$ cat src/sv/ftfi_pkg.sv
// Shared types, constants and helpers for the FIR-then-recursive filter.
`default_nettype none
package ftfi_pkg;

	// Defaults for the top-level parameters
	localparam int TAP_COUNT_DEF    = 4;
	localparam int SAMPLE_WIDTH_DEF = 16;

	// Field and register widths
	localparam int COEF_W     = 16;
	localparam int GAIN_W     = 16;
	localparam int OUT_W      = 20;
	localparam int CFG_IDX_W  = 3;
	localparam int CFG_DATA_W = 16;

	// Fixed-point scaling
	localparam int FIR_SHIFT = 12;
	localparam int IIR_SHIFT = 15;

	// Register indexes
	localparam logic [CFG_IDX_W-1:0] REG_FIR_COEF_0       = 3'd0;
	localparam logic [CFG_IDX_W-1:0] REG_IIR_INPUT_GAIN   = 3'd4;
	localparam logic [CFG_IDX_W-1:0] REG_IIR_FEEDBACK_GAIN = 3'd5;
	localparam int NUM_COEF_REGS = 4;

	// Reset values
	localparam logic signed [COEF_W-1:0] COEF_ONE     = 16'sd4096;
	localparam logic signed [GAIN_W-1:0] GAIN_A_RESET = 16'sd22938;
	localparam logic signed [GAIN_W-1:0] GAIN_G_RESET = 16'sd9830;

	// Output clamp limits
	localparam logic signed [63:0] OUT_MAX = 64'sd524287;
	localparam logic signed [63:0] OUT_MIN = -64'sd524288;

	// Queue between front and back
	localparam int QDEPTH = 4;
	localparam int QCNT_W = $clog2(QDEPTH + 1);

	// One configuration write
	typedef struct packed {
		logic                  we;
		logic [CFG_IDX_W-1:0]  index;
		logic [CFG_DATA_W-1:0] data;
	} cfg_write_t;

	// Clamp a sign-extended value to the signed output range
	function automatic logic signed [OUT_W-1:0] sat_out(input logic signed [63:0] v);
		logic signed [OUT_W-1:0] r;
		if (v > OUT_MAX) begin
			r = OUT_MAX[OUT_W-1:0];
		end else if (v < OUT_MIN) begin
			r = OUT_MIN[OUT_W-1:0];
		end else begin
			r = v[OUT_W-1:0];
		end
		return r;
	endfunction

endpackage
`default_nettype wire

$ cat src/sv/ftfi_stream_if.sv
// Valid/ready stream interfaces for the input and output samples.
`default_nettype none


interface ftfi_out_if;
	logic                               valid;
	logic                               ready;
	logic signed [ftfi_pkg::OUT_W-1:0]  sample_out;

	modport source (output valid, output sample_out, input ready);
	modport sink   (input valid, input sample_out, output ready);
endinterface
`default_nettype wire

$ cat src/sv/ftfi_iir.sv
// Back part: first-order recursive stage and the output register.
`default_nettype none
module ftfi_iir (
	input  wire logic                               clk,
	input  wire logic                               arst_n,
	input  wire ftfi_pkg::cfg_write_t               cfg,
	input  wire logic                               q_valid,
	input  wire logic [ftfi_pkg::OUT_W-1:0]         q_data,
	output logic                                    pop,
	ftfi_out_if.source                              filtered
);
	localparam int PROD_W = ftfi_pkg::GAIN_W + ftfi_pkg::OUT_W;
	localparam int SUM_W  = PROD_W + 1;

	logic signed [ftfi_pkg::GAIN_W-1:0] gain_a_q;
	logic signed [ftfi_pkg::GAIN_W-1:0] gain_g_q;
	logic signed [ftfi_pkg::OUT_W-1:0]  y_q;
	logic signed [PROD_W-1:0]           pa_s1;
	logic signed [PROD_W-1:0]           pg_s1;
	logic                               v_s1;
	logic                               advance;
	logic signed [SUM_W-1:0]            sum;
	logic signed [ftfi_pkg::OUT_W-1:0]  y_next;

	// Hold the recursive gains
	always_ff @(posedge clk or negedge arst_n) begin
		if (!arst_n) begin
			gain_a_q <= ftfi_pkg::GAIN_A_RESET;
			gain_g_q <= ftfi_pkg::GAIN_G_RESET;
		end else if (cfg.we) begin
			case (cfg.index)
				ftfi_pkg::REG_IIR_INPUT_GAIN:    gain_a_q <= cfg.data;
				ftfi_pkg::REG_IIR_FEEDBACK_GAIN: gain_g_q <= cfg.data;
				default: ;
			endcase
		end
	end

	// Take one item only after the previous output has been stored
	assign pop     = q_valid && !v_s1;
	assign advance = v_s1 && (!filtered.valid || filtered.ready);

	always_ff @(posedge clk or negedge arst_n) begin
		if (!arst_n) begin
			v_s1 <= 1'b0;
		end else if (pop) begin
			v_s1 <= 1'b1;
		end else if (advance) begin
			v_s1 <= 1'b0;
		end
	end

	// Register both products
	always_ff @(posedge clk) begin
		if (pop) begin
			pa_s1 <= PROD_W'(gain_a_q) * PROD_W'(signed'(q_data));
			pg_s1 <= PROD_W'(gain_g_q) * PROD_W'(y_q);
		end
	end

	// Add, scale down and clamp
	assign sum    = SUM_W'(pa_s1) + SUM_W'(pg_s1);
	assign y_next = ftfi_pkg::sat_out(64'(sum >>> ftfi_pkg::IIR_SHIFT));

	// Update feedback and present the transaction
	always_ff @(posedge clk or negedge arst_n) begin
		if (!arst_n) begin
			y_q            <= '0;
			filtered.valid <= 1'b0;
		end else if (advance) begin
			y_q            <= y_next;
			filtered.valid <= 1'b1;
		end else if (filtered.ready) begin
			filtered.valid <= 1'b0;
		end
	end

	always_ff @(posedge clk) begin
		if (advance) begin
			filtered.sample_out <= y_next;
		end
	end
endmodule
`default_nettype wire

$ cat src/flat_wrapper.sv
// flat-port wrapper written by rule: the top's interface ports become plain ports
module ftfi_iir_flat 
  (clk, arst_n, cfg, q_valid, q_data, pop, filtered_valid, filtered_sample_out, filtered_ready);
  ftfi_out_if filtered_i ();
  input  wire logic clk;
  input  wire logic arst_n;
  input  wire ftfi_pkg::cfg_write_t cfg;
  input  wire logic q_valid;
  input  wire logic [ftfi_pkg::OUT_W-1:0] q_data;
  output logic pop;
  output wire logic [$bits(filtered_i.valid)-1:0] filtered_valid;
  output wire logic [$bits(filtered_i.sample_out)-1:0] filtered_sample_out;
  input wire logic [$bits(filtered_i.ready)-1:0] filtered_ready;
  assign filtered_valid = filtered_i.valid;
  assign filtered_sample_out = filtered_i.sample_out;
  assign filtered_i.ready = filtered_ready;
  ftfi_iir u_core (.clk(clk), .arst_n(arst_n), .cfg(cfg), .q_valid(q_valid), .q_data(q_data), .pop(pop), .filtered(filtered_i));
endmodule
$ cat config.mk
export PLATFORM = sky130hd
export DESIGN_NAME = ftfi_iir_flat
export DESIGN_NICKNAME = d
export VERILOG_FILES = /design/src/sv/ftfi_pkg.sv /design/src/sv/ftfi_stream_if.sv /design/src/sv/ftfi_iir.sv /design/src/flat_wrapper.sv
export SDC_FILE = /design/constraint.sdc
export NUM_CORES = 2
export LEC_CHECK = 0
export ABC_AREA = 1
export BUFFER_PORTS_ARGS = -buffer_cell sky130_fd_sc_hd__buf_2
export CORE_ASPECT_RATIO = 1.2
export CORE_MARGIN = 5
export CORE_UTILIZATION = 38
export DETAILED_ROUTE_END_ITERATION = 6
export HOLD_SLACK_MARGIN = 0.03
export PLACE_DENSITY = 0.56
export SLEW_MARGIN = 20
export SYNTH_ARGS = -nofsm -noshare
export SYNTH_HDL_FRONTEND = slang
export SYNTH_SLANG_ARGS = --single-unit
export TNS_END_PERCENT = 30
$ cat constraint.sdc
create_clock -name clk -period 6.5 [get_ports clk]
set_input_delay 0.65 -clock clk [delete_from_list [all_inputs] [get_ports clk]]
set_output_delay 0.65 -clock clk [all_outputs]
set_load 0.02 [all_outputs]
==> results.toml <==
[layout]
syn_to_final_growth_pct = 7.91
finalInstanceArea_sq_um = 34400
regArea_sq_um = 4140
final_util_pct = 41.3
drive_gt1_share_pct = 6.77
layoutNonFillerInstCount = 5095
num-fill-cells = 8627
multi_input_area_sq_um = 22900
final_common_cell = "inv_1"
final_nets = 4856
n_antenna_cell = 0
final_cell_mix = "inv_1 (1132), nand2_1 (1026), fa_1 (636)"

[clock_tree]
path_clk_slew_ns = 0.07
insertion_delay_ns = 0.45
cts.sinks = 146
cts_hold_buffers = 0
cts_root_buffer = "clkbuf_16"
cts_made_buffers = 17
htree_levels = 4
cts_tree = "built"
clk_path_buf_depth = 2

[routing]
viasPerCell = 4.65
drc = 0
dr_total_vias = 23700
drt_iter0_markers = 968
first_pass_iters = 6
wire_per_inst_um = 16.7
ant_nets = 0
drt_wl_total_um = 85200

[yosys]
synth_top_family_by_area = "adder cells"
yosys_register_bits = 146
synth_seq_area_share_pct = 13.0
synth_area_sq_um = 31900
synth_compound_area_share_pct = 4.61
synth.area.mux_share_pct = 0
synth_fa_ha_area_share_pct = 48.4
synth_cell_types = 44
yosysWarnings = 0
syn_nets = 4826
synthSimpleGateAreaFrac_pct = 16.3
avgSynthCellArea_sq_um = 8.10
synth-xor-area-share_pct = 2.42
syn_inst = 3931

[global_route]
grt_use_total_pct = 19.9
grt_pass1_vias = 26500
antenna_found_initial = 0
overflow = 0
grt_pass1_wl_um = 141000
grt_max_degree = 74

[sta]
slew_headroom_pct = 34.0
rsz0062_at_grt = "true"
layout_setup_ws_ns = 0.284
tightest_slew_ns = 0.988
min_period_ns = 6.22
setup_viol = 0
hold_viol = 0
clock_skew_ns = 0.0145
fmax_mhz = 161
fin_crit_sh_pct = 95.6
slew_viol_final = 0

[critical_path]
worstPathArrival_ns = 6.42
end_kind = "flop"
path_class = "reg2reg"
required_ns = 6.70
cp_max_fo = 15
startpoint_type = "flop"

[die]
rows = 116
die_w_um = 274
die-height_um = 327
initial_core_util_pct = 38.2
pin_count = 66
core_area_sq_um = 83300
die_area_sq_um = 89700

[place]
dp_cells = 5062
routabilityCongestion = 0.924
numPortBuffers = 65
hpwlAfterDp_um = 73300
place_ws_ns = 0.176
dpl-instance-area_sq_um = 33700

[min_path]
hp-class = "in2async"

[status]
status = "finished, final reports clean"

[run]
drv_cap = 0
registers in the layout, indices dropped and copies added, names as in the netlist:
name                        cells
u_core.pg_s1                   36
u_core.filtered.valid           1
u_core.filtered.sample_out     20
u_core.gain_g_q                16
u_core.gain_a_q                16
u_core.y_q                     20
u_core.v_s1                     1
u_core.pa_s1                   36
Yosys cell counts:
cell type	number	area, sq um
inv_1	1132	4250
nand2_1	1026	3850
fa_1	636	12700
ha_1	215	2690
clkbuf_1	148	556
nor2_1	133	499
a21oi_1	112	561
edfxtp_1	92	2760
o21ai_0	82	410
xor2_1	50	438
nand3_1	44	220
dfrtp_1	39	976
xnor2_1	38	333
nand2_2	29	181
nor3_1	24	120
o21bai_1	17	128
a21o_1	15	113
dfstp_2	15	394
o21a_1	12	90.1
nand4_1	11	68.8
or2_2	8	50.1
nor2_2	6	37.5
o211ai_1	6	45.0
nand3b_1	5	37.5
a21boi_0	4	30.0
nor4_1	4	25.0
a2111oi_0	2	17.5
a211oi_1	2	15.0
a31oi_1	2	12.5
and2_1	2	12.5
buf_12	2	40.0
buf_2	2	10.0
inv_2	2	7.51
nand2_4	2	22.5
nand3_2	2	20.0
nor3_2	2	20.0
a221oi_1	1	8.76
inv_4	1	6.26
nor2_4	1	11.3
nor3_4	1	16.3
o2111ai_1	1	8.76
o21ai_1	1	5.00
o21ai_2	1	8.76
o21ai_4	1	16.3
routing by layer:
| metal | wire length [um] | track usage (%) | vias to the layer above |
|---|---|---|---|
| li1 | - | - | 11300 |
| met1 | 34100 | 24.0 | 11800 |
| met2 | 45600 | 37.3 | 422 |
| met3 | 2330 | 1.43 | 154 |
| met4 | 3210 | 7.05 | 0 |
| met5 | 0 | 0 | - |
logic make-up (layout without fill, tap and decap cells):
group                      Yosys count  count (layout)
AOI/OAI and AO/OA                  259             259
xor gates and xnor gates            88              88
adders and majority gates          851             851
buffers and inverters             1287            1330
DFF                                146             146
and+or+nand+nor                   1300            1300
critical path, cell delays in order, from the launching register on:
cell and delay (ns):
dfstp_2 0.75, nand2_1 0.15, inv_1 0.10, fa_1 0.56, fa_1 0.69, fa_1 0.55
fa_1 0.53, fa_1 0.50, inv_1 0.05, fa_1 0.47, inv_1 0.05, ha_1 0.32
a21oi_1 0.25, o21ai_0 0.19, a2111oi_1 0.57, nand2_1 0.11, nand2_1 0.07, nand2_1 0.05
metrics by stage:
step	hold WS (ns)	setup TNS, ns
after detailed placement	0.479	0
final	0.352	0
after CTS	0.366	0
after global routing	0.421	-0.0751
after global placement	0.477	0
after floorplan	0.354	0
cell type report:
cell class / instances / area share [%]
multi-input combinational: 2498 / 66.5
clock inverter: 12 / 0.448
inverter: 1135 / 12.4
sequential: 146 / 12.0
clock buffer: 20 / 1.33
tap: 1121 / 4.08
timing repair buffer: 163 / 3.17
timing repair:
| action | CTS | global route |
|---|---|---|
| setup buffers | 0 | 0 |
| setup endpoints to repair | 0 | 4 |
| gates resized for setup | 0 | 6 |
final timing paths:
| check | start | to | slack [ns] | cells past startpoint |
|---|---|---|---|---|
| worst min-delay path | arst_n | u_core.y_q[19] | 0.35 | 2 |
| worst max register to register | u_core.gain_g_q[2] | u_core.pg_s1[32] | 0.28 | 17 |
| min in group clk | filtered_ready | u_core.filtered.valid | 0.45 | 4 |
| max in group asynchronous | arst_n | u_core.gain_a_q[10] | 5.48 | 2 |
| worst max-delay path | u_core.gain_g_q[2] | u_core.pg_s1[32] | 0.28 | 17 |
| worst min register to register | u_core.filtered.valid | u_core.filtered.valid | 0.49 | 2 |
Power is left out: the tool's default activity adds up to more than one toggle a clock period on the data nets, which glitch-free logic cannot reach.
