### src/sv/ftfi_pkg.sv
// Shared types, constants and helpers for the FIR-then-recursive filter.
`default_nettype none
package ftfi_pkg;

	// Defaults for the top-level parameters
	localparam int TAP_COUNT_DEF    = 4;
	localparam int SAMPLE_WIDTH_DEF = 16;

	// Field and register widths
	localparam int COEF_W     = 16;
	localparam int GAIN_W     = 16;
	localparam int OUT_W      = 20;
	localparam int CFG_IDX_W  = 3;
	localparam int CFG_DATA_W = 16;

	// Fixed-point scaling
	localparam int FIR_SHIFT = 12;
	localparam int IIR_SHIFT = 15;

	// Register indexes
	localparam logic [CFG_IDX_W-1:0] REG_FIR_COEF_0       = 3'd0;
	localparam logic [CFG_IDX_W-1:0] REG_IIR_INPUT_GAIN   = 3'd4;
	localparam logic [CFG_IDX_W-1:0] REG_IIR_FEEDBACK_GAIN = 3'd5;
	localparam int NUM_COEF_REGS = 4;

	// Reset values
	localparam logic signed [COEF_W-1:0] COEF_ONE     = 16'sd4096;
	localparam logic signed [GAIN_W-1:0] GAIN_A_RESET = 16'sd22938;
	localparam logic signed [GAIN_W-1:0] GAIN_G_RESET = 16'sd9830;

	// Output clamp limits
	localparam logic signed [63:0] OUT_MAX = 64'sd524287;
	localparam logic signed [63:0] OUT_MIN = -64'sd524288;

	// Queue between front and back
	localparam int QDEPTH = 4;
	localparam int QCNT_W = $clog2(QDEPTH + 1);

	// One configuration write
	typedef struct packed {
		logic                  we;
		logic [CFG_IDX_W-1:0]  index;
		logic [CFG_DATA_W-1:0] data;
	} cfg_write_t;

	// Clamp a sign-extended value to the signed output range
	function automatic logic signed [OUT_W-1:0] sat_out(input logic signed [63:0] v);
		logic signed [OUT_W-1:0] r;
		if (v > OUT_MAX) begin
			r = OUT_MAX[OUT_W-1:0];
		end else if (v < OUT_MIN) begin
			r = OUT_MIN[OUT_W-1:0];
		end else begin
			r = v[OUT_W-1:0];
		end
		return r;
	endfunction

endpackage
`default_nettype wire

### src/sv/ftfi_stream_if.sv
// Valid/ready stream interfaces for the input and output samples.
`default_nettype none
interface ftfi_in_if #(
	parameter int SAMPLE_WIDTH = ftfi_pkg::SAMPLE_WIDTH_DEF
);
	logic                           valid;
	logic                           ready;
	logic signed [SAMPLE_WIDTH-1:0] sample_in;

	modport source (output valid, output sample_in, input ready);
	modport sink   (input valid, input sample_in, output ready);
endinterface

`default_nettype wire

### src/sv/ftfi_fir.sv
// Front part: accepts samples, keeps the tap window and computes the FIR value.
`default_nettype none
module ftfi_fir #(
	parameter int TAP_COUNT    = ftfi_pkg::TAP_COUNT_DEF,
	parameter int SAMPLE_WIDTH = ftfi_pkg::SAMPLE_WIDTH_DEF
) (
	input  wire logic                               clk,
	input  wire logic                               arst_n,
	input  wire ftfi_pkg::cfg_write_t               cfg,
	ftfi_in_if.sink                                 raw,
	input  wire logic [ftfi_pkg::QCNT_W-1:0]        q_count,
	output logic                                    push,
	output logic signed [ftfi_pkg::OUT_W-1:0]       push_data
);
	localparam int PROD_W = SAMPLE_WIDTH + ftfi_pkg::COEF_W;
	localparam int ACC_W  = PROD_W + $clog2(TAP_COUNT + 1);
	localparam int PEND_W = ftfi_pkg::QCNT_W + 1;

	logic signed [ftfi_pkg::COEF_W-1:0] coef_q [TAP_COUNT];
	logic signed [SAMPLE_WIDTH-1:0]     hist_q [TAP_COUNT];
	logic                               v_s1;
	logic signed [PROD_W-1:0]           prod_s2 [TAP_COUNT];
	logic                               v_s2;
	logic [PEND_W-1:0]                  pending;
	logic                               accept;
	logic signed [ACC_W-1:0]            acc;

	// Reserve a queue slot for every item in flight
	assign pending = {1'b0, q_count} + PEND_W'(v_s1) + PEND_W'(v_s2);
	assign raw.ready = (pending < PEND_W'(ftfi_pkg::QDEPTH));
	assign accept    = raw.valid && raw.ready;

	// Hold the tap weights; taps past the register list keep unity weight
	always_ff @(posedge clk or negedge arst_n) begin
		if (!arst_n) begin
			for (int i = 0; i < TAP_COUNT; i++) begin
				coef_q[i] <= ftfi_pkg::COEF_ONE;
			end
		end else if (cfg.we) begin
			for (int i = 0; i < TAP_COUNT; i++) begin
				if (i < ftfi_pkg::NUM_COEF_REGS &&
				    cfg.index == ftfi_pkg::REG_FIR_COEF_0 + ftfi_pkg::CFG_IDX_W'(i)) begin
					coef_q[i] <= cfg.data;
				end
			end
		end
	end

	// Shift the new sample into the tap window
	always_ff @(posedge clk or negedge arst_n) begin
		if (!arst_n) begin
			for (int i = 0; i < TAP_COUNT; i++) begin
				hist_q[i] <= '0;
			end
			v_s1 <= 1'b0;
		end else begin
			v_s1 <= accept;
			if (accept) begin
				hist_q[0] <= raw.sample_in;
				for (int i = 1; i < TAP_COUNT; i++) begin
					hist_q[i] <= hist_q[i-1];
				end
			end
		end
	end

	// Register one product per tap
	always_ff @(posedge clk or negedge arst_n) begin
		if (!arst_n) begin
			v_s2 <= 1'b0;
		end else begin
			v_s2 <= v_s1;
		end
	end

	always_ff @(posedge clk) begin
		if (v_s1) begin
			for (int i = 0; i < TAP_COUNT; i++) begin
				prod_s2[i] <= PROD_W'(coef_q[i]) * PROD_W'(hist_q[i]);
			end
		end
	end

	// Sum the products, scale down and clamp into the queue
	always_comb begin
		acc = '0;
		for (int i = 0; i < TAP_COUNT; i++) begin
			acc = acc + ACC_W'(prod_s2[i]);
		end
	end

	assign push      = v_s2;
	assign push_data = ftfi_pkg::sat_out(64'(acc >>> ftfi_pkg::FIR_SHIFT));
endmodule
`default_nettype wire

### src/flat_wrapper.sv
// flat-port wrapper written by rule: the top's interface ports become plain ports
module ftfi_fir_flat 
#(
	parameter int TAP_COUNT    = ftfi_pkg::TAP_COUNT_DEF,
	parameter int SAMPLE_WIDTH = ftfi_pkg::SAMPLE_WIDTH_DEF
)
  (clk, arst_n, cfg, q_count, push, push_data, raw_valid, raw_sample_in, raw_ready);
  ftfi_in_if #(.SAMPLE_WIDTH(SAMPLE_WIDTH)) raw_i ();
  input  wire logic clk;
  input  wire logic arst_n;
  input  wire ftfi_pkg::cfg_write_t cfg;
  input  wire logic [ftfi_pkg::QCNT_W-1:0] q_count;
  output logic push;
  output logic signed [ftfi_pkg::OUT_W-1:0] push_data;
  input wire logic [$bits(raw_i.valid)-1:0] raw_valid;
  input wire logic [$bits(raw_i.sample_in)-1:0] raw_sample_in;
  output wire logic [$bits(raw_i.ready)-1:0] raw_ready;
  assign raw_i.valid = raw_valid;
  assign raw_i.sample_in = raw_sample_in;
  assign raw_ready = raw_i.ready;
  ftfi_fir #(.TAP_COUNT(TAP_COUNT), .SAMPLE_WIDTH(SAMPLE_WIDTH)) u_core (.clk(clk), .arst_n(arst_n), .cfg(cfg), .raw(raw_i), .q_count(q_count), .push(push), .push_data(push_data));
endmodule
### config.mk
export PLATFORM = sky130hd
export DESIGN_NAME = ftfi_fir_flat
export DESIGN_NICKNAME = d
export VERILOG_FILES = /design/src/sv/ftfi_pkg.sv /design/src/sv/ftfi_stream_if.sv /design/src/sv/ftfi_fir.sv /design/src/flat_wrapper.sv
export SDC_FILE = /design/constraint.sdc
export NUM_CORES = 2
export LEC_CHECK = 0
export BUFFER_PORTS_ARGS = -buffer_cell sky130_fd_sc_hd__buf_2
export CORE_MARGIN = 5
export CORE_UTILIZATION = 47
export CTS_CLUSTER_DIAMETER = 120
export DETAILED_ROUTE_END_ITERATION = 8
export GPL_TIMING_DRIVEN = 0
export SLEW_MARGIN = 20
export SYNTH_ARGS = -nofsm -noshare
export SYNTH_HDL_FRONTEND = slang
export SYNTH_SLANG_ARGS = --single-unit
### constraint.sdc
create_clock -name clk -period 15.94 [get_ports clk]
set_clock_uncertainty 0.2 [all_clocks]
set_input_delay 3.188 -clock clk [delete_from_list [all_inputs] [get_ports clk]]
set_output_delay 3.188 -clock clk [all_outputs]
set_load 0.1 [all_outputs]
==> impl_metrics.env <==
export IMPL_status="complete, no violations"
export IMPL_synth_simple_area_share_pct=12.6
export IMPL_yosys_warnings=0
export IMPL_cts_root_buf="clkbuf_16"
export IMPL_post_place_cells=6629
export IMPL_worstSkewPairLatency_ns=0.62
export IMPL_synth_fa_ha_area_share_pct=51.9
export IMPL_drc=0
export IMPL_fmax_mhz=89.7
export IMPL_antenna_found_initial=14
export IMPL_die_w_um=340
export IMPL_wl_met3_um=10800
export IMPL_initial_core_util_pct=47.2
export IMPL_avgViaCountPerCell=5.27
export IMPL_rsz0062_at_grt="false"
export IMPL_end_kind="primary output"
export IMPL_worst_hold_path_type="flip-flop to flip-flop"
export IMPL_cp_required_ns=12.55
export IMPL_synthCells=5148
export IMPL_ys_types=78
export IMPL_synth_mux_area_share_pct=2.73
export IMPL_setup_viol=0
export IMPL_syn2layout_area_growth_pct=6.27
export IMPL_syn_nets=6666
export IMPL_synth_async_reset_ratio_pct=50.4
export IMPL_ant_nets=0
export IMPL_htreeDepth=1
export IMPL_cts_tree="yes"
export IMPL_finalNetCount=6764
export IMPL_synth_compound_area_share_pct=5.73
export IMPL_cts_resized=0
export IMPL_arrival_ns=7.76
export IMPL_grt_max_degree=79
export IMPL_synth_edf_count=128
export IMPL_cts_buffers=29
export IMPL_finish_utilization_pct=50.1
export IMPL_path_max_fanout=10
export IMPL_drt_iter0_markers=2517
export IMPL_grt_overflow=0
export IMPL_grt_pass1_vias=37638
export IMPL_instances_no_fill=6685
export IMPL_m1WireLength_um=60700
export IMPL_die_y_um=340
export IMPL_wirelength_um=140000
export IMPL_die_area_um2=116000
export IMPL_hpwlAfterDp_um=118000
export IMPL_synthTopCellsByArea="fa_1, ha_1, inv_1"
export IMPL_synth_top_family_by_area="adder cells"
export IMPL_cts_buffer_depth=3
export IMPL_num_vias=35259
export IMPL_fin_crit_sh_pct=69.9
export IMPL_postCtsSetupRepairBufs=0
export IMPL_place_congestion=0.923
export IMPL_tightest_slew_ns=1.07
export IMPL_cts_hold_buf=0
export IMPL_cts_sink_count=258
export IMPL_crit_type="flip-flop to primary output"
export IMPL_fp_row_count=121
export IMPL_core_area_um2=109000
export IMPL_wl_per_cell_um=21.0
export IMPL_io_buffers=63
export IMPL_layout_drive_gt1_share_pct=5.43
export IMPL_io_pins=64
export IMPL_ys_flop_type="edfxtp_1"
export IMPL_critPathLaunchType="flip-flop"
export IMPL_drt_pass1_iterations=5
export IMPL_finalHoldViolations=0
export IMPL_synth_top_cell_area_share_pct=42.3
export IMPL_slew_violations=0
export IMPL_synth_seq_area_share_pct=13.9
export IMPL_yosysTopAreaCell="fa_1"
export IMPL_grt_pass1_wl_um=222000
export IMPL_synth_cell_area_um2=51200
export IMPL_fin_crit_ns=11.14
export IMPL_clk_pin_slew_ns=0.06
export IMPL_ys_seq_elements=258
export IMPL_max_cap_violations=0
export IMPL_avgSynthCellArea_um2=9.95
export IMPL_tns_ns=0
export IMPL_grt_total_usage_pct=24.9
export IMPL_synth_xor_area_share_pct=3.33
export IMPL_dr_max_layer_used="met5"
export IMPL_met2WireLength_um=65000
export IMPL_slew_headroom_pct=28.9
==> routing by layer <==
layer | track usage [%] | vias up
met1 | 35.3 | 18120
met2 | 40.6 | 1122
met4 | 5.63 | 6
met3 | 4.28 | 204
met5 | 0 | -
li1 | - | 15807
==> logic make-up (layout without fill, tap and decap cells) <==
kind of cell | Yosys count | after routing
flip-flops | 258 | 258
AND/OR/NAND/NOR | 1328 | 1328
buffers and inverters | 1333 | 1454
XOR/XNOR | 195 | 195
AO/OA/AOI/OAI | 434 | 434
adder cells (fa/ha/maj) | 1476 | 1476
other | 0 | 2
multiplexers | 124 | 124
==> critical path: stages (launching register included) <==
cell and delay (ns):
edfxtp_1 0.47, fa_1 0.54, ha_1 0.16, inv_1 0.06, fa_1 0.46, nor2b_1 0.13, o21a_1 0.14, o21ai_0 0.16
a21oi_1 0.20, o2111ai_1 0.24, a21oi_1 0.42, o311ai_0 0.25, a21oi_1 0.37, a31oi_1 0.15, xnor2_1 0.66, ha_1 0.38
clkbuf_1 0.19, o21a_1 0.14, o21ai_0 0.14, nand2b_1 0.07, a21oi_1 0.18, a31oi_2 0.09, a31oi_4 0.27, xor2_1 0.10
a21oi_2 0.44, buf_6 0.21, a21o_1 0.10, buf_2 0.42
==> through the flow <==
stage / hold WS (ns) / setup slack [ns] / cell area [µm²]
2_1_floorplan: 0.360 / 6.65 / 51200
3_3_place_gp: 0.460 / 5.52 / 53300
3_5_place_dp: 0.474 / 5.50 / 53400
4_1_cts: 0.489 / 4.80 / 54400
5_1_grt: 0.538 / 4.38 / 54400
6_report: 0.492 / 4.80 / 54400
==> cell usage after synthesis, types with 43 or more instances <==
cell and instances:
inv_1 1152, fa_1 1081, nand2_1 637, and2_1 399
ha_1 395, clkbuf_1 179, xnor2_1 152, a21oi_1 134
edfxtp_1 128, dfrtp_1 126, mux2_2 124, a21o_1 85
nor2_1 82, nand2b_1 75, o21ai_0 66, xor2_1 43
==> registers in the layout (all words and copies together) (netlist names) <==
register / cells
u_core.prod_s2: 128
u_core.hist_q: 64
u_core.v_s1: 1
u_core.push: 1
u_core.coef_q: 64
==> cells in the final DEF, fill, tap and decap left out, types with 20 or more instances in the layout <==
master / Yosys / layout
inv_1: 1152 / 1152
fa_1: 1081 / 1081
nand2_1: 637 / 637
and2_1: 399 / 399
ha_1: 395 / 395
clkbuf_1: 179 / 180
xnor2_1: 152 / 152
a21oi_1: 134 / 134
edfxtp_1: 128 / 128
dfrtp_1: 126 / 125
mux2_2: 124 / 124
a21o_1: 85 / 85
nor2_1: 82 / 82
nand2b_1: 75 / 75
o21ai_0: 66 / 66
buf_2: 0 / 63
xor2_1: 43 / 43
clkbuf_16: 0 / 29
nand3_1: 28 / 28
nor3_1: 28 / 28
nor2b_1: 25 / 25
o21a_1: 20 / 20
==> final cells by class <==
type	instances	area (µm²)
antenna	2	5.00
buffer	181	694
clock buffer	37	826
clock inverter	17	183
fill	10201	54100
inverter	1152	4320
multi-input combinational	3557	39100
sequential	258	7110
tap	1414	1770
timing repair buffer	67	405
==> worst paths after layout <==
| path | start | end | slack (ns) | cells after the start |
|---|---|---|---|---|
| max | u_core.prod_s2[2][1]$_DFFE_PP_ | push_data[11] | 4.80 | 27 |
| min | u_core.hist_q[0]$_DFFE_PN0P_ | u_core.hist_q[0]$_DFFE_PN0P_ | 0.49 | 1 |
| max reg2reg | u_core.hist_q[21]$_DFFE_PN0P_ | u_core.prod_s2[2][30]$_DFFE_PP_ | 7.25 | 24 |
| min reg2reg | u_core.hist_q[0]$_DFFE_PN0P_ | u_core.hist_q[0]$_DFFE_PN0P_ | 0.49 | 1 |
| max in group asynchronous | arst_n | u_core.coef_q[60]$_DFFE_PN1P_ | 12.34 | 2 |
| min in group asynchronous | arst_n | u_core.coef_q[11]$_DFFE_PN0P_ | 2.39 | 1 |
Power is left out: the tool's default activity adds up to more than one toggle a clock period on the data nets, which glitch-free logic cannot reach.
