===== config.mk =====
export PLATFORM = sky130hd
export DESIGN_NAME = ftfi_queue
export DESIGN_NICKNAME = d
export VERILOG_FILES = /design/src/sv/ftfi_pkg.sv /design/src/sv/ftfi_queue.sv
export SDC_FILE = /design/constraint.sdc
export NUM_CORES = 1
export LEC_CHECK = 0
export BUFFER_PORTS_ARGS = -buffer_cell sky130_fd_sc_hd__buf_2
export CORE_UTILIZATION = 42
export DETAILED_ROUTE_END_ITERATION = 6
export PLACE_DENSITY_LB_ADDON = 0.08
export SLEW_MARGIN = 30
export SYNTH_ARGS = -nofsm -noshare
export SYNTH_HDL_FRONTEND = slang
export SYNTH_SLANG_ARGS = --single-unit

===== constraint.sdc =====
create_clock -name clk -period 1.99 [get_ports clk]
set_clock_uncertainty 0.2 [all_clocks]
set_input_delay 0.0995 -clock clk [delete_from_list [all_inputs] [get_ports clk]]
set_output_delay 0.0995 -clock clk [all_outputs]
set_load 0.01 [all_outputs]

===== src/sv/ftfi_pkg.sv =====
// Shared types, constants and helpers for the FIR-then-recursive filter.
`default_nettype none
package ftfi_pkg;

	// Defaults for the top-level parameters
	localparam int TAP_COUNT_DEF    = 4;
	localparam int SAMPLE_WIDTH_DEF = 16;

	// Field and register widths
	localparam int COEF_W     = 16;
	localparam int GAIN_W     = 16;
	localparam int OUT_W      = 20;
	localparam int CFG_IDX_W  = 3;
	localparam int CFG_DATA_W = 16;

	// Fixed-point scaling
	localparam int FIR_SHIFT = 12;
	localparam int IIR_SHIFT = 15;

	// Register indexes
	localparam logic [CFG_IDX_W-1:0] REG_FIR_COEF_0       = 3'd0;
	localparam logic [CFG_IDX_W-1:0] REG_IIR_INPUT_GAIN   = 3'd4;
	localparam logic [CFG_IDX_W-1:0] REG_IIR_FEEDBACK_GAIN = 3'd5;
	localparam int NUM_COEF_REGS = 4;

	// Reset values
	localparam logic signed [COEF_W-1:0] COEF_ONE     = 16'sd4096;
	localparam logic signed [GAIN_W-1:0] GAIN_A_RESET = 16'sd22938;
	localparam logic signed [GAIN_W-1:0] GAIN_G_RESET = 16'sd9830;

	// Output clamp limits
	localparam logic signed [63:0] OUT_MAX = 64'sd524287;
	localparam logic signed [63:0] OUT_MIN = -64'sd524288;

	// Queue between front and back
	localparam int QDEPTH = 4;
	localparam int QCNT_W = $clog2(QDEPTH + 1);

	// One configuration write
	typedef struct packed {
		logic                  we;
		logic [CFG_IDX_W-1:0]  index;
		logic [CFG_DATA_W-1:0] data;
	} cfg_write_t;

	// Clamp a sign-extended value to the signed output range
	function automatic logic signed [OUT_W-1:0] sat_out(input logic signed [63:0] v);
		logic signed [OUT_W-1:0] r;
		if (v > OUT_MAX) begin
			r = OUT_MAX[OUT_W-1:0];
		end else if (v < OUT_MIN) begin
			r = OUT_MIN[OUT_W-1:0];
		end else begin
			r = v[OUT_W-1:0];
		end
		return r;
	endfunction

endpackage
`default_nettype wire


===== src/sv/ftfi_queue.sv =====
// Small register queue that decouples the FIR front from the recursive back.
`default_nettype none
module ftfi_queue #(
	parameter int WIDTH = ftfi_pkg::OUT_W,
	parameter int DEPTH = ftfi_pkg::QDEPTH
) (
	input  wire logic                         clk,
	input  wire logic                         arst_n,
	input  wire logic                         push,
	input  wire logic [WIDTH-1:0]             push_data,
	input  wire logic                         pop,
	output logic      [WIDTH-1:0]             pop_data,
	output logic                              not_empty,
	output logic      [$clog2(DEPTH+1)-1:0]   count
);
	localparam int PTR_W = (DEPTH > 1) ? $clog2(DEPTH) : 1;
	localparam int CNT_W = $clog2(DEPTH + 1);

	logic [WIDTH-1:0] mem_q [DEPTH];
	logic [PTR_W-1:0] wr_ptr_q;
	logic [PTR_W-1:0] rd_ptr_q;
	logic [CNT_W-1:0] count_q;

	assign pop_data  = mem_q[rd_ptr_q];
	assign not_empty = (count_q != '0);
	assign count     = count_q;

	// Store entries
	always_ff @(posedge clk) begin
		if (push) begin
			mem_q[wr_ptr_q] <= push_data;
		end
	end

	// Advance pointers and occupancy
	always_ff @(posedge clk or negedge arst_n) begin
		if (!arst_n) begin
			wr_ptr_q <= '0;
			rd_ptr_q <= '0;
			count_q  <= '0;
		end else begin
			if (push) begin
				wr_ptr_q <= (wr_ptr_q == PTR_W'(DEPTH - 1)) ? '0 : wr_ptr_q + 1'b1;
			end
			if (pop) begin
				rd_ptr_q <= (rd_ptr_q == PTR_W'(DEPTH - 1)) ? '0 : rd_ptr_q + 1'b1;
			end
			case ({push, pop})
				2'b10:   count_q <= count_q + 1'b1;
				2'b01:   count_q <= count_q - 1'b1;
				default: count_q <= count_q;
			endcase
		end
	end
endmodule
`default_nettype wire


==> flow_metrics.env, run 1 <==
export IMPL_peakVddDrop_v=0.000677
export IMPL_path_delay_family="multiplexers"
export IMPL_cts_tree="yes"
export IMPL_setup_slack_ns=0.0378
export IMPL_place_ws_ns=0.309
export IMPL_async_reset_ff_frac=0.0805
export IMPL_dr_max_layer_used="met4"
export IMPL_cts_buffers=9
export IMPL_clock_root_buffer="clkbuf_8"
export IMPL_power_internal_mw=4.08
export IMPL_crit_start="rd_ptr_q[0]"
export IMPL_routed_wl_um=5550
export IMPL_grt_pass1_vias=1844
export IMPL_die_w_um=90.7
export IMPL_dp_hpwl_um=3610
export IMPL_grt_max_degree=21
export IMPL_p_seq_frac=0.441
export IMPL_cts_sinks=87
export IMPL_clk_latency_ns=0.33
export IMPL_met3_length_um=169
export IMPL_ys_seq_area_frac=0.781
export IMPL_synth_most_common_cell="edfxtp_1"
export IMPL_synth_flop_cell="edfxtp_1"
export IMPL_antenna_left=0
export IMPL_post_cts_setup_buffer_count=0
export IMPL_final_setup_viol_count=0
export IMPL_cp_cell_sequence="buf_4 -> mux4_1 -> buf_2"
export IMPL_max_freq_ghz=0.512
export IMPL_fin_area_um2=4240
export IMPL_min_period_over_period=0.981
export IMPL_crit_required_ns=1.69
export IMPL_rsz0062_at_grt="yes"
export IMPL_cp_arrival_ns=1.65
export IMPL_critPathMaxFanout=8
export IMPL_vias=1602
export IMPL_r2r_slack_ns=0.35
export IMPL_placedCellCount=292
export IMPL_wl_met2_um=2980
export IMPL_area_delta_synth_final_pct=28.3
export IMPL_wire_per_inst_um=16.7
export IMPL_grt_pass1_wl_um=9160
export IMPL_placed_area_um2=3730
export IMPL_ys_warn_count=0
export IMPL_swShare=0.280
export IMPL_htree_levels=3
export IMPL_dr_pass1_iters=4
export IMPL_worst_path_max_delay_cell="mux4_1"
export IMPL_power_total_mw=5.67
export IMPL_pwr_share_clk=0.260
export IMPL_synth_nets=173
export IMPL_final_layout_size_suffix_gt1_frac=0.408
export IMPL_synth_area_leaders="edfxtp_1, mux4_2, dfrtp_1"
export IMPL_comb_power_share=0.299
export IMPL_m1WireLength_um=2340
export IMPL_p_switching_mw=1.59
export IMPL_viasPerCell=4.83
export IMPL_die_h_um=90.7
export IMPL_multiInputGateArea_um2=684
export IMPL_fin_crit_ns=1.95
export IMPL_synth_edf_count=80
export IMPL_status="completed"
export IMPL_ys_seq_elements=87
export IMPL_drv_slew=0
export IMPL_hold_path_class="flop to flop"
export IMPL_rr_endpoint="count[2]"
export IMPL_powerDensity_nw_per_um2=1340
export IMPL_end_kind="primary output"
export IMPL_antenna_found_initial=0
export IMPL_die_area_um2=8220
export IMPL_fill_cells=591
export IMPL_tightest_slew_ns=0.349
export IMPL_cp_start_kind="flop"
export IMPL_synth_common_cells="edfxtp_1, mux4_2, dfrtp_1"
export IMPL_hold_viol=0
export IMPL_core_region_area_um2=7410
export IMPL_drv_cap=0
export IMPL_io_pins=48
export IMPL_crit_type="flop to primary output"
export IMPL_initial_utilization=0.446
export IMPL_clockBufferDepth=2
export IMPL_synth_top_area_share=0.728
export IMPL_rr_worst_depth=5
export IMPL_yosys_cell_types_count=17
export IMPL_num_rows=31
export IMPL_insertedDiodeCount=0
export IMPL_finalNonFillerCells=332
export IMPL_critPathBufInv=2
export IMPL_r2r_start="count[1]"
export IMPL_critical_path_depth=3
export IMPL_p_leak_nw=1.54
export IMPL_drc=0
export IMPL_port_buffer_count=47
export IMPL_gp_congestion=0.678
export IMPL_grt_use_total=0.150
export IMPL_initialDrtViolationCount=72
export IMPL_final_nets=259
export IMPL_grt_overflow_total=0
export IMPL_syn_area_um2=3300
export IMPL_regArea_um2=2580
export IMPL_syn_inst=142
export IMPL_clk_pin_slew_worst_paths_ns=0.09
export IMPL_synth_top_cell_by_area="edfxtp_1"
export IMPL_critPathMaxStageDelay_ns=0.58
export IMPL_cp_endpoint="pop_data[19]"
export IMPL_avgSynthCellArea_um2=23.3
export IMPL_relSlewSlack=0.766
power groups by stage:
stage	registers, mW	clock network, mW	logic, mW
floorplan	2.51	0	1.07
global placement	2.51	0	1.65
detailed placement	2.54	0	1.70
CTS	2.50	1.52	1.74
global route	2.54	1.58	1.86
finish	2.50	1.47	1.70
sequential cells by signal, summed over array words and instances, names as in the netlist:
signal and flops:
mem_q 80, count 3, rd_ptr_q 2, wr_ptr_q 2
placed cells by master, fill, tap and decap left out, types with 2 or more instances in the layout:
cell           synthesis  final
inv_1                  6      5
mux4_2                18     18
mux2_2                 2      2
bufinv_16              0      3
or3_1                  2      2
and2_1                 4      4
inv_6                  0      3
dlygate4sd3_1          0     24
buf_12                 0      3
mux4_1                 2      2
xor2_1                 2      2
nor2_1                 2      2
buf_2                  2     46
clkbuf_8               0      9
nand2_1                2      2
o21ai_0                3      3
dfrtp_1                7      6
ha_1                   6      5
buf_4                  0      5
edfxtp_1              80     80
routing by layer:
metal / track usage / vias to the layer above
met1: 0.177 / 817
li1: - / 747
met4: 0.0605 / 0
met3: 0.0295 / 7
met2: 0.267 / 31
met5: 0 / -
how the worst min path moves through the flow:
| stage | depth (start not counted) | startpoint | to |
|---|---|---|---|
| after floorplan | 0 | arst_n | count[0] |
| after global placement | 1 | arst_n | count[2] |
| after detailed placement | 1 | arst_n | count[2] |
| after CTS | 2 | push_data[6] | mem_q[3][6] |
| after global routing | 2 | push_data[6] | mem_q[3][6] |
| final | 1 | count[2] | count[2] |
kinds of logic (layout without fill, tap and decap cells):
| kind of cell | after synthesis | after routing | synth area share |
|---|---|---|---|
| AND/OR/NAND/NOR | 10 | 10 | 0.0159 |
| XOR/XNOR | 3 | 3 | 0.00796 |
| AO/OA/AOI/OAI | 3 | 3 | 0.00455 |
| flip-flops | 87 | 87 | 0.781 |
| adder cells (fa/ha/maj) | 7 | 7 | 0.0288 |
| buffers and inverters | 10 | 101 | 0.0167 |
| multiplexers | 22 | 22 | 0.146 |
through the flow:
stage	util	hold slack (ns)	TNS [ns]
floorplan	-	-0.396	0
CTS	0.569	0.291	0
finish	0.572	0.308	0
global route	0.572	0.299	-0.0491
detailed placement	0.503	-0.251	0
global placement	0.503	-0.262	0
area by class of cell:
| cell class | instances | area share |
|---|---|---|
| flip-flops and latches | 87 | 0.609 |
| multi-input cells | 45 | 0.161 |
| repair buffers | 79 | 0.137 |
| clock inverters | 7 | 0.0295 |
| clock buffers | 9 | 0.0292 |
| well taps | 99 | 0.0292 |
| inverters | 6 | 0.00531 |
what timing repair did:
action | 4_1_cts | 5_1_grt
setup endpoints to repair | 10 | 11
pin swaps | 0 | 2
endpoints found under the hold margin | 92 | 0
gates resized for setup | 1 | 6
hold buffers | 24 | 0
No activity file was read; power rests on OpenSTA's default activity.
==> inputs of run 2 (changes only) <==
GPL_TIMING_DRIVEN = 0   (was not set)
SKIP_LAST_GASP = 1   (was not set)
clock period = 2.4 ns   (was 1.99 ns; I/O delays follow)
==> flow_metrics.env, run 2 (synthesis gave the netlist of run 1 again) <==
export IMPL_antenna_left=0
export IMPL_end_kind="primary output"
export IMPL_htree_levels=3
export IMPL_grt_pass1_vias=1828
export IMPL_finalNonFillerCells=328
export IMPL_initialDrtViolationCount=64
export IMPL_critPathBufInv=2
export IMPL_port_buffer_count=47
export IMPL_cts_tree="yes"
export IMPL_p_leak_nw=1.47
export IMPL_worst_path_max_delay_cell="mux4_2"
export IMPL_power_internal_mw=3.11
export IMPL_vias=1591
export IMPL_routed_wl_um=5530
export IMPL_die_area_um2=8220
export IMPL_area_delta_synth_final_pct=24.1
export IMPL_grtUsageMet3=0.0303
export IMPL_status="completed"
export IMPL_peakVddDrop_v=0.000583
export IMPL_cts_buffers=9
export IMPL_grt_overflow_total=0
export IMPL_grt_use_total=0.150
export IMPL_grtUsageMet2=0.273
export IMPL_final_nets=255
export IMPL_crit_type="flop to primary output"
export IMPL_clk_pin_slew_worst_paths_ns=0.08
export IMPL_critPathMaxFanout=10
export IMPL_placed_area_um2=3670
export IMPL_gp_congestion=0.723
export IMPL_cts_sinks=87
export IMPL_cp_arrival_ns=1.72
export IMPL_rsz0062_at_grt="no"
export IMPL_cp_cell_sequence="buf_6 -> mux4_2 -> buf_2"
export IMPL_num_rows=31
export IMPL_wire_per_inst_um=16.9
export IMPL_drv_slew=0
export IMPL_hold_ws_ns=0.294
export IMPL_layout_common_cells="edfxtp_1, buf_2, dlygate4sd3_1"
export IMPL_pwr_share_clk=0.221
export IMPL_use_met1=0.170
export IMPL_min_period_over_period=0.851
export IMPL_relSlewSlack=0.615
export IMPL_tightest_slew_ns=0.578
export IMPL_final_setup_viol_count=0
export IMPL_comb_power_share=0.307
export IMPL_fin_crit_ns=2.04
export IMPL_regMostFlops="mem_q"
export IMPL_antenna_found_initial=0
export IMPL_clk_latency_ns=0.34
export IMPL_p_seq_frac=0.472
export IMPL_powerDensity_nw_per_um2=1070
export IMPL_path_delay_family="multiplexers"
export IMPL_largest_register_ffs=80
export IMPL_dr_pass1_iters=4
export IMPL_insertedDiodeCount=0
export IMPL_crit_required_ns=2.08
export IMPL_placedCellCount=288
export IMPL_initial_utilization=0.446
export IMPL_clock_root_buffer="clkbuf_8"
export IMPL_swShare=0.290
export IMPL_final_common_cell="edfxtp_1"
export IMPL_grt_pass1_wl_um=9070
export IMPL_final_layout_size_suffix_gt1_frac=0.389
export IMPL_die_w_um=90.7
export IMPL_die_h_um=90.7
export IMPL_io_pins=48
export IMPL_hold_viol=0
export IMPL_hold_path_class="flop to flop"
export IMPL_power_total_mw=4.38
export IMPL_p_switching_mw=1.27
export IMPL_busiest_layer="met2"
export IMPL_clockBufferDepth=2
export IMPL_drc=0
export IMPL_critPathMaxStageDelay_ns=0.53
export IMPL_cp_start_kind="flop"
export IMPL_viasPerCell=4.85
export IMPL_post_cts_setup_buffer_count=0
export IMPL_core_region_area_um2=7410
export IMPL_fin_area_um2=4100
export IMPL_max_freq_ghz=0.490
export IMPL_dp_hpwl_um=3440
export IMPL_setup_tns_ns=0
export IMPL_grt_max_degree=21
export IMPL_drv_cap=0
## run 2: cell count changes in the layout (fill, tap and decap cells not counted), sizes merged
cell / previous run / this run
bufinv: 3 / 1
clkbuf: 9 / 11
clkinvlp: 0 / 2
buf: 55 / 51
inv: 9 / 6
clkinv: 1 / 2
## run 2: final timing paths
| kind | slack, ns | cells after the start | endpoint | from |
|---|---|---|---|---|
| max in group asynchronous | 1.20 | 3 | rd_ptr_q[0] | arst_n |
| max | 0.36 | 3 | pop_data[5] | rd_ptr_q[0] |
| min reg2reg | 0.29 | 1 | count[2] | count[2] |
| min | 0.29 | 1 | count[2] | count[2] |
| max reg2reg | 0.66 | 3 | mem_q[2][2] | wr_ptr_q[0] |
| min in group asynchronous | 0.54 | 3 | count[0] | arst_n |
## run 2: metal layers
| metal | part of all wire | up-vias |
|---|---|---|
| met2 | 0.55 | 31 |
| met4 | 0.013 | 0 |
| li1 | - | 738 |
| met1 | 0.41 | 816 |
| met3 | 0.028 | 6 |
| met5 | 0 | - |
## run 2: power by group through the flow
stage | Combinational (mW) | Clock, mW | Sequential, mW
2_1_floorplan | 0.889 | 0 | 2.08
3_3_place_gp | 1.32 | 0 | 2.08
4_1_cts | 1.39 | 1.00 | 2.07
5_1_grt | 1.47 | 1.06 | 2.09
3_5_place_dp | 1.36 | 0 | 2.10
6_report | 1.34 | 0.969 | 2.06
## run 2: cell type report
cell class	count	area [um^2]
fill	620	3310
sequential	87	2580
multi-input combinational	45	674
timing repair buffer	71	475
clock buffer	11	131
tap	99	124
clock inverter	5	58.8
buffer	4	32.5
inverter	6	22.5
## run 2: worst reg2reg max path: stages (launching register included)
cell and delay (ns):
dfrtp_1 0.41, inv_1 0.11, ha_1 0.15, and2_2 0.49
## run 2: timing repair
item                      in CTS  in global routing
hold endpoints to repair      92                  0
hold buffers                  24                  0
gates resized for setup        0                  0
## run 2: per-stage QoR
stage / setup slack (ns) / utilization
4_1_cts: 0.317 / 0.553
6_report: 0.357 / 0.553
3_5_place_dp: 0.619 / 0.495
3_3_place_gp: 0.315 / 0.494
5_1_grt: 0.247 / 0.553
2_1_floorplan: 0.688 / -
